===== src/sv/csm_pkg.sv =====
package csm_pkg;

    localparam int MAX_ROWS_DEF       = 8;
    localparam int MAX_COLS_DEF       = 8;
    localparam int EXP_TABLE_BITS_DEF = 10;
    localparam int SCORE_W            = 16;
    localparam int EXP_W              = 17;
    localparam int SUM_W              = 20;
    localparam int PROB_W             = 16;
    localparam int DIM_W              = 4;
    localparam int IDX_W              = 3;
    localparam int LOG2E_Q16          = 94548;
    localparam logic [SUM_W-1:0] SUM_LIMIT = {SUM_W{1'b1}};

    localparam logic REG_ROWS = 1'b0;
    localparam logic REG_COLS = 1'b1;

    typedef enum logic [4:0] {
        ST_LOAD = 5'b00001,
        ST_EXP  = 5'b00010,
        ST_FIX  = 5'b00100,
        ST_DIV  = 5'b01000,
        ST_OUT  = 5'b10000
    } state_t;

    // one request for the divider: (e << 16) / sum
    typedef struct packed {
        logic             start;
        logic [EXP_W-1:0] num;
        logic [SUM_W-1:0] den;
    } div_req_t;

    typedef struct packed {
        logic              done;
        logic [PROB_W-1:0] quo;
    } div_rsp_t;

    // floor(x / d) for 0 <= x < 2^41, shift and subtract
    function automatic longint floor_div(input longint x, input longint d);
        longint q;
        longint rem;
        q   = 0;
        rem = 0;
        for (int b = 40; b >= 0; b--)
        begin
            rem = (rem << 1) | ((x >>> b) & 64'sd1);
            q   = q << 1;
            if (rem >= d)
            begin
                rem = rem - d;
                q   = q | 64'sd1;
            end
        end
        return q;
    endfunction

    // round(65536 * 2^(-k/2^bits)) computed with a Q30 series at elaboration
    function automatic logic [EXP_W-1:0] exp_entry(input int k, input int bits);
        longint acc;
        longint term;
        longint r;
        acc  = 64'sd1 << 30;
        term = 64'sd1 << 30;
        r    = (longint'(k) * 64'sd744261118) >>> bits;
        for (int n = 1; n <= 24; n++)
        begin
            if (term != 0)
            begin
                term = floor_div((term * r) >>> 30, longint'(n));
                if ((n & 1) == 1)
                    acc = acc - term;
                else
                    acc = acc + term;
            end
        end
        if (acc < 0)
            acc = 0;
        return EXP_W'((acc + 8192) >>> 14);
    endfunction

endpackage


===== src/sv/csm_div.sv =====
// Restoring divider, one quotient bit per cycle, saturating at all ones.
module csm_div (
    input  logic              clk,
    input  logic              rst_n,
    input  csm_pkg::div_req_t req,
    output csm_pkg::div_rsp_t rsp
);
    import csm_pkg::*;

    localparam int NUM_W = EXP_W + 16;
    localparam int CNT_W = $clog2(NUM_W + 1);

    logic [NUM_W-1:0] num_reg, num_next;
    logic [SUM_W:0]   rem_reg, rem_next;
    logic [SUM_W-1:0] den_reg, den_next;
    logic [CNT_W-1:0] cnt_reg, cnt_next;
    logic             busy_reg, busy_next;
    logic             done_reg, done_next;
    logic [SUM_W:0]   trial;

    always_comb
    begin
        num_next  = num_reg;
        rem_next  = rem_reg;
        den_next  = den_reg;
        cnt_next  = cnt_reg;
        busy_next = busy_reg;
        done_next = 1'b0;
        trial     = {rem_reg[SUM_W-1:0], num_reg[NUM_W-1]};
        if (req.start)
        begin
            num_next  = {req.num, 16'd0};
            rem_next  = '0;
            den_next  = req.den;
            cnt_next  = CNT_W'(NUM_W);
            busy_next = 1'b1;
        end
        else if (busy_reg)
        begin
            if (trial >= {1'b0, den_reg})
            begin
                rem_next = trial - {1'b0, den_reg};
                num_next = {num_reg[NUM_W-2:0], 1'b1};
            end
            else
            begin
                rem_next = trial;
                num_next = {num_reg[NUM_W-2:0], 1'b0};
            end
            cnt_next = cnt_reg - 1'b1;
            if (cnt_reg == CNT_W'(1))
            begin
                busy_next = 1'b0;
                done_next = 1'b1;
            end
        end
    end

    always_ff @(posedge clk or negedge rst_n)
    begin
        if (!rst_n)
        begin
            busy_reg <= 1'b0;
            done_reg <= 1'b0;
            cnt_reg  <= '0;
        end
        else
        begin
            busy_reg <= busy_next;
            done_reg <= done_next;
            cnt_reg  <= cnt_next;
        end
    end

    always_ff @(posedge clk)
    begin
        num_reg <= num_next;
        rem_reg <= rem_next;
        den_reg <= den_next;
    end

    assign rsp.done = done_reg;
    assign rsp.quo  = (|num_reg[NUM_W-1:PROB_W]) ? {PROB_W{1'b1}} : num_reg[PROB_W-1:0];

endmodule


===== config.mk =====
export PLATFORM = sky130hd
export DESIGN_NAME = csm_div
export DESIGN_NICKNAME = d
export VERILOG_FILES = /design/src/sv/csm_pkg.sv /design/src/sv/csm_div.sv
export SDC_FILE = /design/constraint.sdc
export NUM_CORES = 1
export LEC_CHECK = 0
export BUFFER_PORTS_ARGS = -buffer_cell sky130_fd_sc_hd__buf_2
export CAP_MARGIN = 10
export CORE_MARGIN = 2
export CORE_UTILIZATION = 45
export DETAILED_ROUTE_END_ITERATION = 16
export PLACE_DENSITY_LB_ADDON = 0.08
export SYNTH_ARGS = -nofsm -noshare
export SYNTH_HDL_FRONTEND = slang
export SYNTH_SLANG_ARGS = --single-unit

===== constraint.sdc =====
create_clock -name clk -period 2 [get_ports clk]
set_input_delay 0.1 -clock clk [delete_from_list [all_inputs] [get_ports clk]]
set_output_delay 0.1 -clock clk [all_outputs]
set_load 0.03 [all_outputs]

# --- Yosys cells after proc, flatten, opt, wreduce, memory -nomap -nowiden ---
# Cells that the tools add are included.
totals:
  output_inout_bits: 17
  input_bits: 40
  regBits: 81
  latch_bits: 0
  elab_cells: 26
  rom_bits: 0
  mem_count: 0
  ramBits: 0
classes:
  add_sub_neg: 2
  multipliers: 0
  muxes: 13
  bitwise: 0
  n_eq_ne: 1
  n_reduce_logical: 2
  shifts: 0
  div_mod_pow: 0
  magnitude_cmp: 1
op_table:
  columns: ["op", "count"]
  rows:
  - ["33-bit 2-to-1 mux", 2]
  - ["21-bit by 20-bit >= comparator with 1-bit output", 1]
  - ["20-bit 2-to-1 mux", 1]
  - ["20-bit subtractor", 1]
  - ["17-bit OR reduction", 1]
  - ["16-bit 2-to-1 mux", 1]
  - ["6-bit 2-to-1 mux", 2]
  - ["1-bit 2-to-1 mux", 7]
  - ["6-bit by 1-bit equality test with 1-bit output (second input constant)", 1]
  - ["6-bit by 1-bit subtractor with 6-bit output (second input constant)", 1]
  - ["2-bit nonzero test", 1]

# --- Depth between registers and ports, before layout ---
# Gate-level depths: netlist of the first run.
depth:
  depth_word: 4
  mapped_depth: 11
  ltp_nobuf: 10

# --- Worst setup path before layout of the first run ---
# OpenSTA, ideal clock, no wires.
synth_timing:
  path_type: "register -> register"
  startpoint: "reg num_reg[32]"
  endpoint: "reg rem_reg[8]"
  path_slack_ns: -0.073
  t_arrival_ns: 1.982
  required_ns: 1.909
  path_stages_with_launch: 11
  setup_ns: 0.091
  path_buffers: 0
  period_less_slack_ns: 2.073
  cell_sequence: "edfxtp_1 inv_1 ha_1 fa_1 nand2b_1 a21oi_1 nor2b_1 o21ai_0 xor2_1 nand2_1 a311oi_1"
synth_via:
  elab_chain_len: 2
  word_cells_on_any_way: 3
  cone_classes: "add/sub: 1; order compare: 1; mux: 1"
synth_lines:
  columns: ["element", "line_no", "rtl"]
  rows:
  - ["start, declared", "csm_div.sv:13", "logic [NUM_W-1:0] num_reg, num_next;"]
  - ["start signal, assigned", "csm_div.sv:77", "num_reg <= num_next;"]
  - ["20-bit subtractor / 21-bit by 20-bit >= comparator with 1-bit output (equally long branches)", "csm_div.sv:42, csm_div.sv:40", null]
  - ["20-bit 2-to-1 mux (*)", "csm_div.sv:40", "if (trial >= {1'b0, den_reg})"]
  - ["end signal, assigned", "csm_div.sv:78", "rem_reg <= rem_next;"]
  - ["end, declared", "csm_div.sv:14", "logic [SUM_W:0] rem_reg, rem_next;"]
# Mark *: on every way between the ends. The rest lies on a longest branch, timed or not.
# A chain may end at the register's enable or synchronous reset.

# --- Worst setup path in the final report of the first run ---
layout_timing:
  startpoint: "reg den_reg[2]"
  endpoint: "reg rem_reg[1]"
layout_via:
  elab_chain_len: 2
layout_lines:
  columns: ["element", "line_no", "rtl"]
  rows:
  - ["start, declared", "csm_div.sv:15", "logic [SUM_W-1:0] den_reg, den_next;"]
  - ["start signal, assigned", "csm_div.sv:79", "den_reg <= den_next;"]
  - ["21-bit by 20-bit >= comparator with 1-bit output", "csm_div.sv:40", null]
  - ["20-bit 2-to-1 mux", "csm_div.sv:40", null]
# No other way between the ends.

==> results.rst, run 1 <==
.. list-table::
   :header-rows: 1

   * - Metric
     - Value
   * - Number of violations reported at the end of detailed-routing iteration 0
     - 150
   * - Worst reg-to-reg path cell count
     - 11
   * - Final hold violation count
     - 0
   * - Effective utilization at floorplan
     - 0.464
   * - Startpoint type of the worst setup path
     - flop
   * - Worst setup skew after layout
     - roughly 0.016 ns
   * - Hold WC Path Type
     - in2reg
   * - Count of buffers inserted at the top-level ports
     - 56
   * - Reported max-cap violation count
     - 0
   * - Vias in the first global route
     - slightly above 4000
   * - Maximum number of pins on one net before global-route repair
     - between 70 and 80
   * - Total Neg Setup Slack
     - -6.19 ns
   * - Synth top area share
     - 0.245
   * - End of the critical path
     - rem_reg[1]
   * - Crit path launch
     - den_reg[2]
   * - Psw
     - approximately 2200 uW
   * - Width of the die
     - about 100 um
   * - Power Density
     - around 890 nW/um2
   * - Average wire per cell in the routed design
     - between 15 and 20 um
   * - Cell count of the worst hold path
     - 2
   * - Post-synthesis cell area
     - around 4500 um2
   * - Simple-Gate Fraction of Synth Area
     - 0.168
   * - Distinct cells, synth
     - 56
   * - Part of the Yosys area used for sequential elements
     - 0.448
   * - Area Overhead vs Synth
     - 51.8%
   * - Area of all placed cells without fillers
     - around 6900 um2
   * - Share of post-route cells with drive strength above 1
     - 0.413
   * - Dominant cell type by area after synthesis
     - edfxtp_1
   * - Top cells by area, synth
     - edfxtp_1 (24%), dfxtp_1 (16%), ha_1 (6.1%)
   * - Total global routing track utilization
     - 0.231
   * - Core outline area
     - 9770 um2
   * - Placed Area
     - between 5000 and 6000 um2
   * - Synth async-reset ratio
     - 0.0988
   * - Failing checks
     - negative setup slack
   * - Worst Setup Path Type
     - reg2reg
   * - Final cycle utilization of the critical path
     - 1.14
   * - CTS clk-pin slew, worst paths
     - roughly 0.090 ns
   * - Count of boundary I/O pins
     - 57
   * - Antenna violations before repair
     - 0
   * - Flip-flop and latch count after synthesis
     - 81
   * - First-pass DRT Iterations
     - 4
   * - Worst flop-to-flop path startpoint
     - den_reg[2]
   * - Number of clock sinks seen by CTS
     - 81
   * - Detail Placement HPWL
     - 7.80 mm
   * - Yosys warnings
     - 0
   * - Number of rows created at floorplan
     - 36
   * - Count of filler cells inserted in the layout
     - ~730
   * - Outcome
     - complete, but fails checks
   * - Later-pin clock latency in the skew report
     - roughly 0.38 ns
   * - Least-Margin Pin Slew
     - between 0.5 and 0.6 ns
   * - Maximum resistive drop on vdd
     - 0.740 mV
   * - Total number of vias
     - between 4000 and 5000
   * - Setup crit end kind
     - flop
   * - Clock period minus final worst setup slack
     - ~2.3 ns
   * - Reg-to-Reg End
     - rem_reg[1]
   * - RSZ-0062 raised after global routing
     - yes
   * - Average via count per standard cell
     - 5.28
   * - Final slew viol count
     - 0
   * - Static Leak
     - 0.00292 uW
   * - Part of the total power dissipated in sequential elements
     - 0.364
   * - Ant diodes
     - 0
   * - Gate power share
     - 0.432
   * - Worst hold slack
     - 0.0229 ns
   * - Data arrival time at the worst-slack endpoint
     - ~2.5 ns
   * - CP max stage cell
     - edfxtp_1
   * - Most used standard cell by instance count after synthesis
     - nor2_1
   * - Main combinational cell family by area after synthesis
     - compound AO/OA/AOI/OAI gates
   * - Cell count after synthesis
     - between 400 and 500
   * - Wire length of the first global-routing pass
     - between 15 and 20 mm
   * - List of most frequent post-synthesis cells
     - nor2_1 (51), nand2_1 (39), edfxtp_1 (37)
   * - Cell Chain, Critical Path
     - inv_2 > ha_4 > o211ai_1 > a21oi_4 > o211ai_1 > and3_4 > a21oi_4 > buf_12 > buf_16 > mux2i_4 > a22o_1
   * - Area of the die
     - approximately 11000 um2
   * - Number of remaining DRC errors
     - 0
   * - Total Routed Length
     - about 12 mm
   * - CP Data Required Time
     - 2.26 ns
   * - Share of synthesized cell area in full adder, half adder and majority cells
     - 0.0651
   * - Fmax
     - between 400 and 500 MHz
   * - Remaining global-route overflow
     - 0
   * - Chip Height
     - approximately 100 um
   * - Total CTS buffers
     - 9
   * - Post-synth top flop
     - edfxtp_1
   * - Worst slew margin relative to its limit
     - 0.642
   * - Net switching fraction of the power
     - 0.356
   * - Internal power of the cells
     - between 3000 and 4000 uW
   * - Post-Synth XOR/XNOR Area
     - 0.0347
   * - Final WS setup
     - -0.272 ns
   * - Flop2flop setup slack
     - -0.27 ns
   * - CP Max Fanout
     - 5
   * - Mapped Nets
     - 531
   * - Count of antenna-violating nets left after detailed routing
     - 0
   * - Number of flops mapped to enable cells by yosys
     - 37
   * - Area fraction in compound gates after synthesis
     - 0.174
   * - TritonCTS clock tree
     - built
   * - Max Buffers Root-to-Sink
     - 2
   * - Slowest cell delay on critical path
     - 0.38 ns
   * - Mean cell area of the mapped netlist
     - roughly 9.7 um2
   * - Deepest level of the CTS H-tree
     - 3
   * - Final setup violation count
     - 37
   * - NumNets Final
     - approximately 700
   * - Part of the power in the clock network
     - 0.204
   * - Placer Congestion
     - 0.899
   * - Multiplexer area fraction after synthesis
     - 0.0574
   * - Buffer cell driving the clock tree root
     - clkbuf_8
   * - Flip-flop count of the largest register after layout
     - 33
-- power groups by stage --
stage	Combinational, uW	Clock (uW)	Sequential (uW)
6_report	2660	1250	2240
5_1_grt	2880	1360	2270
4_1_cts	2430	1290	2230
3_5_place_dp	2020	0	2220
3_3_place_gp	1990	0	2210
2_1_floorplan	1320	0	2180
-- metrics by stage --
| stage | setup WS [ns] | total power [uW] | util | cells |
|---|---|---|---|---|
| after CTS | -0.312 | 5950 | 0.683 | 759 |
| after global placement | -0.308 | 4210 | 0.562 | 702 |
| after global routing | -0.361 | 6500 | 0.705 | 768 |
| after floorplan | 0.00574 | 3500 | - | 468 |
| after detailed placement | -0.330 | 4250 | 0.562 | 702 |
| final | -0.272 | 6150 | 0.705 | 768 |
-- critical path, delay by kind of cell, from the launching register on --
kind / cells / cell delay, ns
DFF: 1 / 0.38
adders and majority gates: 1 / 0.20
and+or+nand+nor: 1 / 0.26
buffers and inverters: 3 / 0.37
muxes: 1 / 0.18
AOI/OAI and AO/OA: 5 / 0.78
-- timing repair --
| item | 4_1_cts | 5_1_grt |
|---|---|---|
| hold buffers | 21 | 0 |
| cloned | 4 | 0 |
| setup buffers | 17 | 9 |
| setup endpoints to repair | 37 | 37 |
| endpoints found under the hold margin | 28 | 0 |
| pin swaps | 45 | 21 |
| resized for setup | 131 | 26 |
-- final cells by class --
class	count	area, um2	area share
clock buffers	9	124	0.0180
clock inverters	7	78.8	0.0114
inverters	28	108	0.0156
multi-input cells	335	2900	0.422
flip-flops and latches	81	2030	0.295
well taps	133	166	0.0242
repair buffers	175	1470	0.214
-- logic make-up after synthesis --
family,count (synthesis)
XOR/XNOR,18
flip-flops,81
AO/OA/AOI/OAI,114
adder cells (fa/ha/maj),23
buffers and inverters,53
multiplexers,26
AND/OR/NAND/NOR,153
-- placed cells by master, fill, tap and decap left out, types with 5 or more instances in the layout --
cell type      count
mux2i_1           24
nor3_1             5
nand2b_4          12
edfxtp_1          37
a21oi_2            7
buf_2             40
clkbuf_8           9
buf_12             5
o21ai_0            8
nand2_2            5
inv_2              5
ha_1               7
buf_6             26
xnor2_1            8
nor2_1            48
dfxtp_1           36
dlygate4sd3_1     21
inv_1             22
nand4_1            5
a22o_1            17
o21ai_1           11
xor2_1             9
nand2b_1           7
a211oi_1           9
nand2_1           32
o211ai_1           6
o21a_1             7
or2b_1             7
a21oi_1           15
dfrtp_1            7
buf_4             80
ha_4              15
-- worst min-delay path by stage --
stage                  from          end
detailed placement    rst_n   cnt_reg[0]
global placement      rst_n   cnt_reg[0]
finish              req[25]  num_reg[21]
floorplan             rst_n     busy_reg
CTS                 req[25]  num_reg[21]
global route        req[32]  num_reg[28]
-- per-layer routing --
metal	vias up	wire [um]	track usage
met3	27	540	0.0589
met1	1938	5320	0.283
met5	-	0	0
met2	88	6190	0.394
li1	2000	-	-
met4	0	292	0.0782
Note: power is estimated with default switching activity, not from simulation.
==> inputs of run 2 (changes only) <==
Settings changed: PLACE_DENSITY_LB_ADDON 0.08 to 0.3.
==> run 2 against run 1 <==
Net effect: the flow still finishes with violations (negative setup slack); sequential share of layout area is 1.1 points higher; sequential cell count stayed put; wire length is 2.6% lower; critical path depth stayed put; critical endpoint is now rem_reg[11]; largest cell class unchanged; highest routed layer unchanged.
==> results.rst, run 2 (same netlist as run 1, synthesis figures left out) <==
.. list-table::
   :header-rows: 1

   * - Metric
     - Value
   * - Final WS setup
     - -0.239 ns (+0.0328 ns)
   * - Placed Area
     - 5500 um2 (+0.18%)
   * - Antenna violations before repair
     - 0 (unchanged)
   * - Reported max-cap violation count
     - 0 (unchanged)
   * - CTS clk-pin slew, worst paths
     - 0.09 ns (about the same)
   * - Total global routing track utilization
     - 0.223 (-0.00795)
   * - Final slew viol count
     - 0 (unchanged)
   * - First-pass DRT Iterations
     - 4 (unchanged)
   * - Count of buffers inserted at the top-level ports
     - 56 (unchanged)
   * - Area of the die
     - 10900 um2 (unchanged)
   * - Count of antenna-violating nets left after detailed routing
     - 0 (unchanged)
   * - Failing checks
     - negative setup slack
   * - Total number of vias
     - 4055 (+0.049%)
   * - Gate power share
     - 0.429 (-0.003)
   * - Later-pin clock latency in the skew report
     - 0.37 ns (about the same)
   * - Chip Height
     - 104 um (unchanged)
   * - Buffer cell driving the clock tree root
     - clkbuf_8
   * - Total Routed Length
     - 12.0 mm (-2.6%)
   * - Deepest level of the CTS H-tree
     - 3 (unchanged)
   * - Average via count per standard cell
     - 5.36 (+1.5%)
   * - Ant diodes
     - 0 (unchanged)
   * - Hold WC Path Type
     - in2reg
   * - Wire length of the first global-routing pass
     - 19.6 mm (-1.6%)
   * - Outcome
     - complete, but fails checks
   * - Final cycle utilization of the critical path
     - 1.12 (-0.0164)
   * - Met3 Routed Length
     - 414 um (-23%)
   * - Number of rows created at floorplan
     - 36 (unchanged)
   * - CP Max Fanout
     - 5 (unchanged)
   * - Area Overhead vs Synth
     - 46.4%
   * - Total CTS buffers
     - 9 (unchanged)
   * - Flip-flop count of the largest register after layout
     - 33 (unchanged)
   * - Remaining global-route overflow
     - 0 (unchanged)
   * - Fmax
     - 447 MHz (+1.5%)
   * - Least-Margin Pin Slew
     - 1.27 ns (+0.745 ns)
   * - Uppermost routed layer
     - met4
   * - Count of boundary I/O pins
     - 57 (unchanged)
   * - Share of post-route cells with drive strength above 1
     - 0.399 (-0.0136)
   * - Effective utilization at floorplan
     - 0.464 (unchanged)
   * - Part of the total power dissipated in sequential elements
     - 0.370 (+0.006)
   * - Number of violations reported at the end of detailed-routing iteration 0
     - 157 (+4.7%)
   * - Cell count of the worst hold path
     - 3 (+1)
   * - CP Data Required Time
     - 2.27 ns (about the same)
   * - Leading cell types in the layout, fill and taps excluded
     - buf_4 (76), nor2_1 (47), buf_2 (40)
   * - Pre-CTS setup slack
     - -0.311 ns (+0.0187 ns)
   * - RSZ-0062 raised after global routing
     - yes
   * - Net switching fraction of the power
     - 0.361 (+0.00548)
   * - Core outline area
     - 9770 um2 (unchanged)
   * - Worst slew margin relative to its limit
     - 0.149 (-0.493)
   * - NumNets Final
     - 682 (-1.6%)
   * - Max Buffers Root-to-Sink
     - 2 (unchanged)
   * - Worst setup skew after layout
     - 0.00583 ns (-0.00975 ns)
   * - Startpoint type of the worst setup path
     - flop
   * - Detail Placement HPWL
     - 7.61 mm (-2.5%)
   * - Data arrival time at the worst-slack endpoint
     - 2.51 ns (-0.03 ns)
   * - Internal power of the cells
     - 3850 uW (-3.0%)
   * - Static Leak
     - 0.00282 uW (-3.3%)
   * - Power Density
     - 906 nW/um2 (+1.5%)
   * - Total Neg Setup Slack
     - -4.61 ns (+1.58 ns)
   * - Total length of routed met2 wires
     - 5.98 mm (-3.5%)
   * - Width of the die
     - 104 um (unchanged)
   * - Area of all placed cells without fillers
     - 6640 um2 (-3.6%)
   * - Average wire per cell in the routed design
     - 15.9 um (-1.2%)
   * - Worst reg-to-reg path cell count
     - 11 (unchanged)
   * - Maximum number of pins on one net before global-route repair
     - 56 (-29%)
   * - Worst Setup Path Type
     - reg2reg
   * - Maximum resistive drop on vdd
     - 0.531 mV (-28%)
   * - Psw
     - 2170 uW (-0.64%)
   * - TritonCTS clock tree
     - built
   * - Metal-1 WL
     - 5.30 mm (-0.32%)
   * - Final setup violation count
     - 36 (-2.7%)
   * - Vias in the first global route
     - 4056 (-1.7%)
   * - Final hold violation count
     - 0 (unchanged)
   * - Part of the power in the clock network
     - 0.200 (-0.004)
   * - Clock period minus final worst setup slack
     - 2.24 ns (-0.0328 ns)
   * - Number of clock sinks seen by CTS
     - 81 (unchanged)
   * - Setup crit end kind
     - flop
   * - Placer Congestion
     - 0.855 (-4.9%)
   * - Commonest non-fill, non-tap cell in the layout
     - buf_4
   * - Number of remaining DRC errors
     - 0 (unchanged)
## run 2: what timing repair did
action / 4_1_cts / 5_1_grt
pin swaps: 38 / 32
resized for setup: 111 / 40
endpoints found under the setup margin: 37 / 37
gates cloned: 1 / 0
setup buffers: 14 / 2
hold buffers: 21 / 0
hold endpoints to repair: 28 / 0
## run 2: worst max-delay path: stages (launching register included)
cell and delay, ns:
edfxtp_1 0.38, inv_1 0.09, ha_4 0.20, buf_4 0.15, a21oi_1 0.21, nand2_1 0.13, o21ai_4 0.24, buf_6 0.14
nand2_1 0.08, xor2_2 0.18, nand2_2 0.07, a311oi_1 0.28
## run 2: stage by stage
stage               power, uW  cells  utilization  hold WS, ns
CTS                      5830    756        0.664       0.0189
global route             6340    757        0.679       0.0248
floorplan                3500    468            -       -0.196
finish                   6020    757        0.679       0.0223
detailed placement       4240    705        0.563      -0.0436
global placement         4190    705        0.563      -0.0497
## run 2: power groups by stage
stage | registers, uW | logic [uW] | clock network, uW
detailed placement | 2230 | 2020 | 0
CTS | 2230 | 2390 | 1210
global placement | 2220 | 1970 | 0
floorplan | 2180 | 1320 | 0
global route | 2260 | 2790 | 1280
finish | 2230 | 2580 | 1210
## run 2: per-layer routing
metal	global-route usage	vias to the layer above
li1	-	1975
met1	0.284	1957
met2	0.367	92
met3	0.0376	31
met4	0.106	0
met5	0	-
## run 2: final timing paths
| path | startpoint | end | slack [ns] |
|---|---|---|---|
| worst max-delay path | den_reg[4] | rem_reg[11] | -0.24 |
| worst min-delay path | req[20] | num_reg[16] | 0.02 |
| worst max register to register | den_reg[4] | rem_reg[11] | -0.24 |
| worst min register to register | rem_reg[16] | rem_reg[16] | 0.49 |
| max in group asynchronous | rst_n | busy_reg | 1.72 |
| min in group asynchronous | rst_n | cnt_reg[4] | 0.09 |
## run 2: final cells by class
class / count / area, um2
sequential: 81 / 2030
timing repair buffer: 165 / 1320
multi-input combinational: 334 / 2820
inverter: 28 / 105
fill: 715 / 3130
clock buffer: 10 / 149
clock inverter: 6 / 47.5
tap: 133 / 166
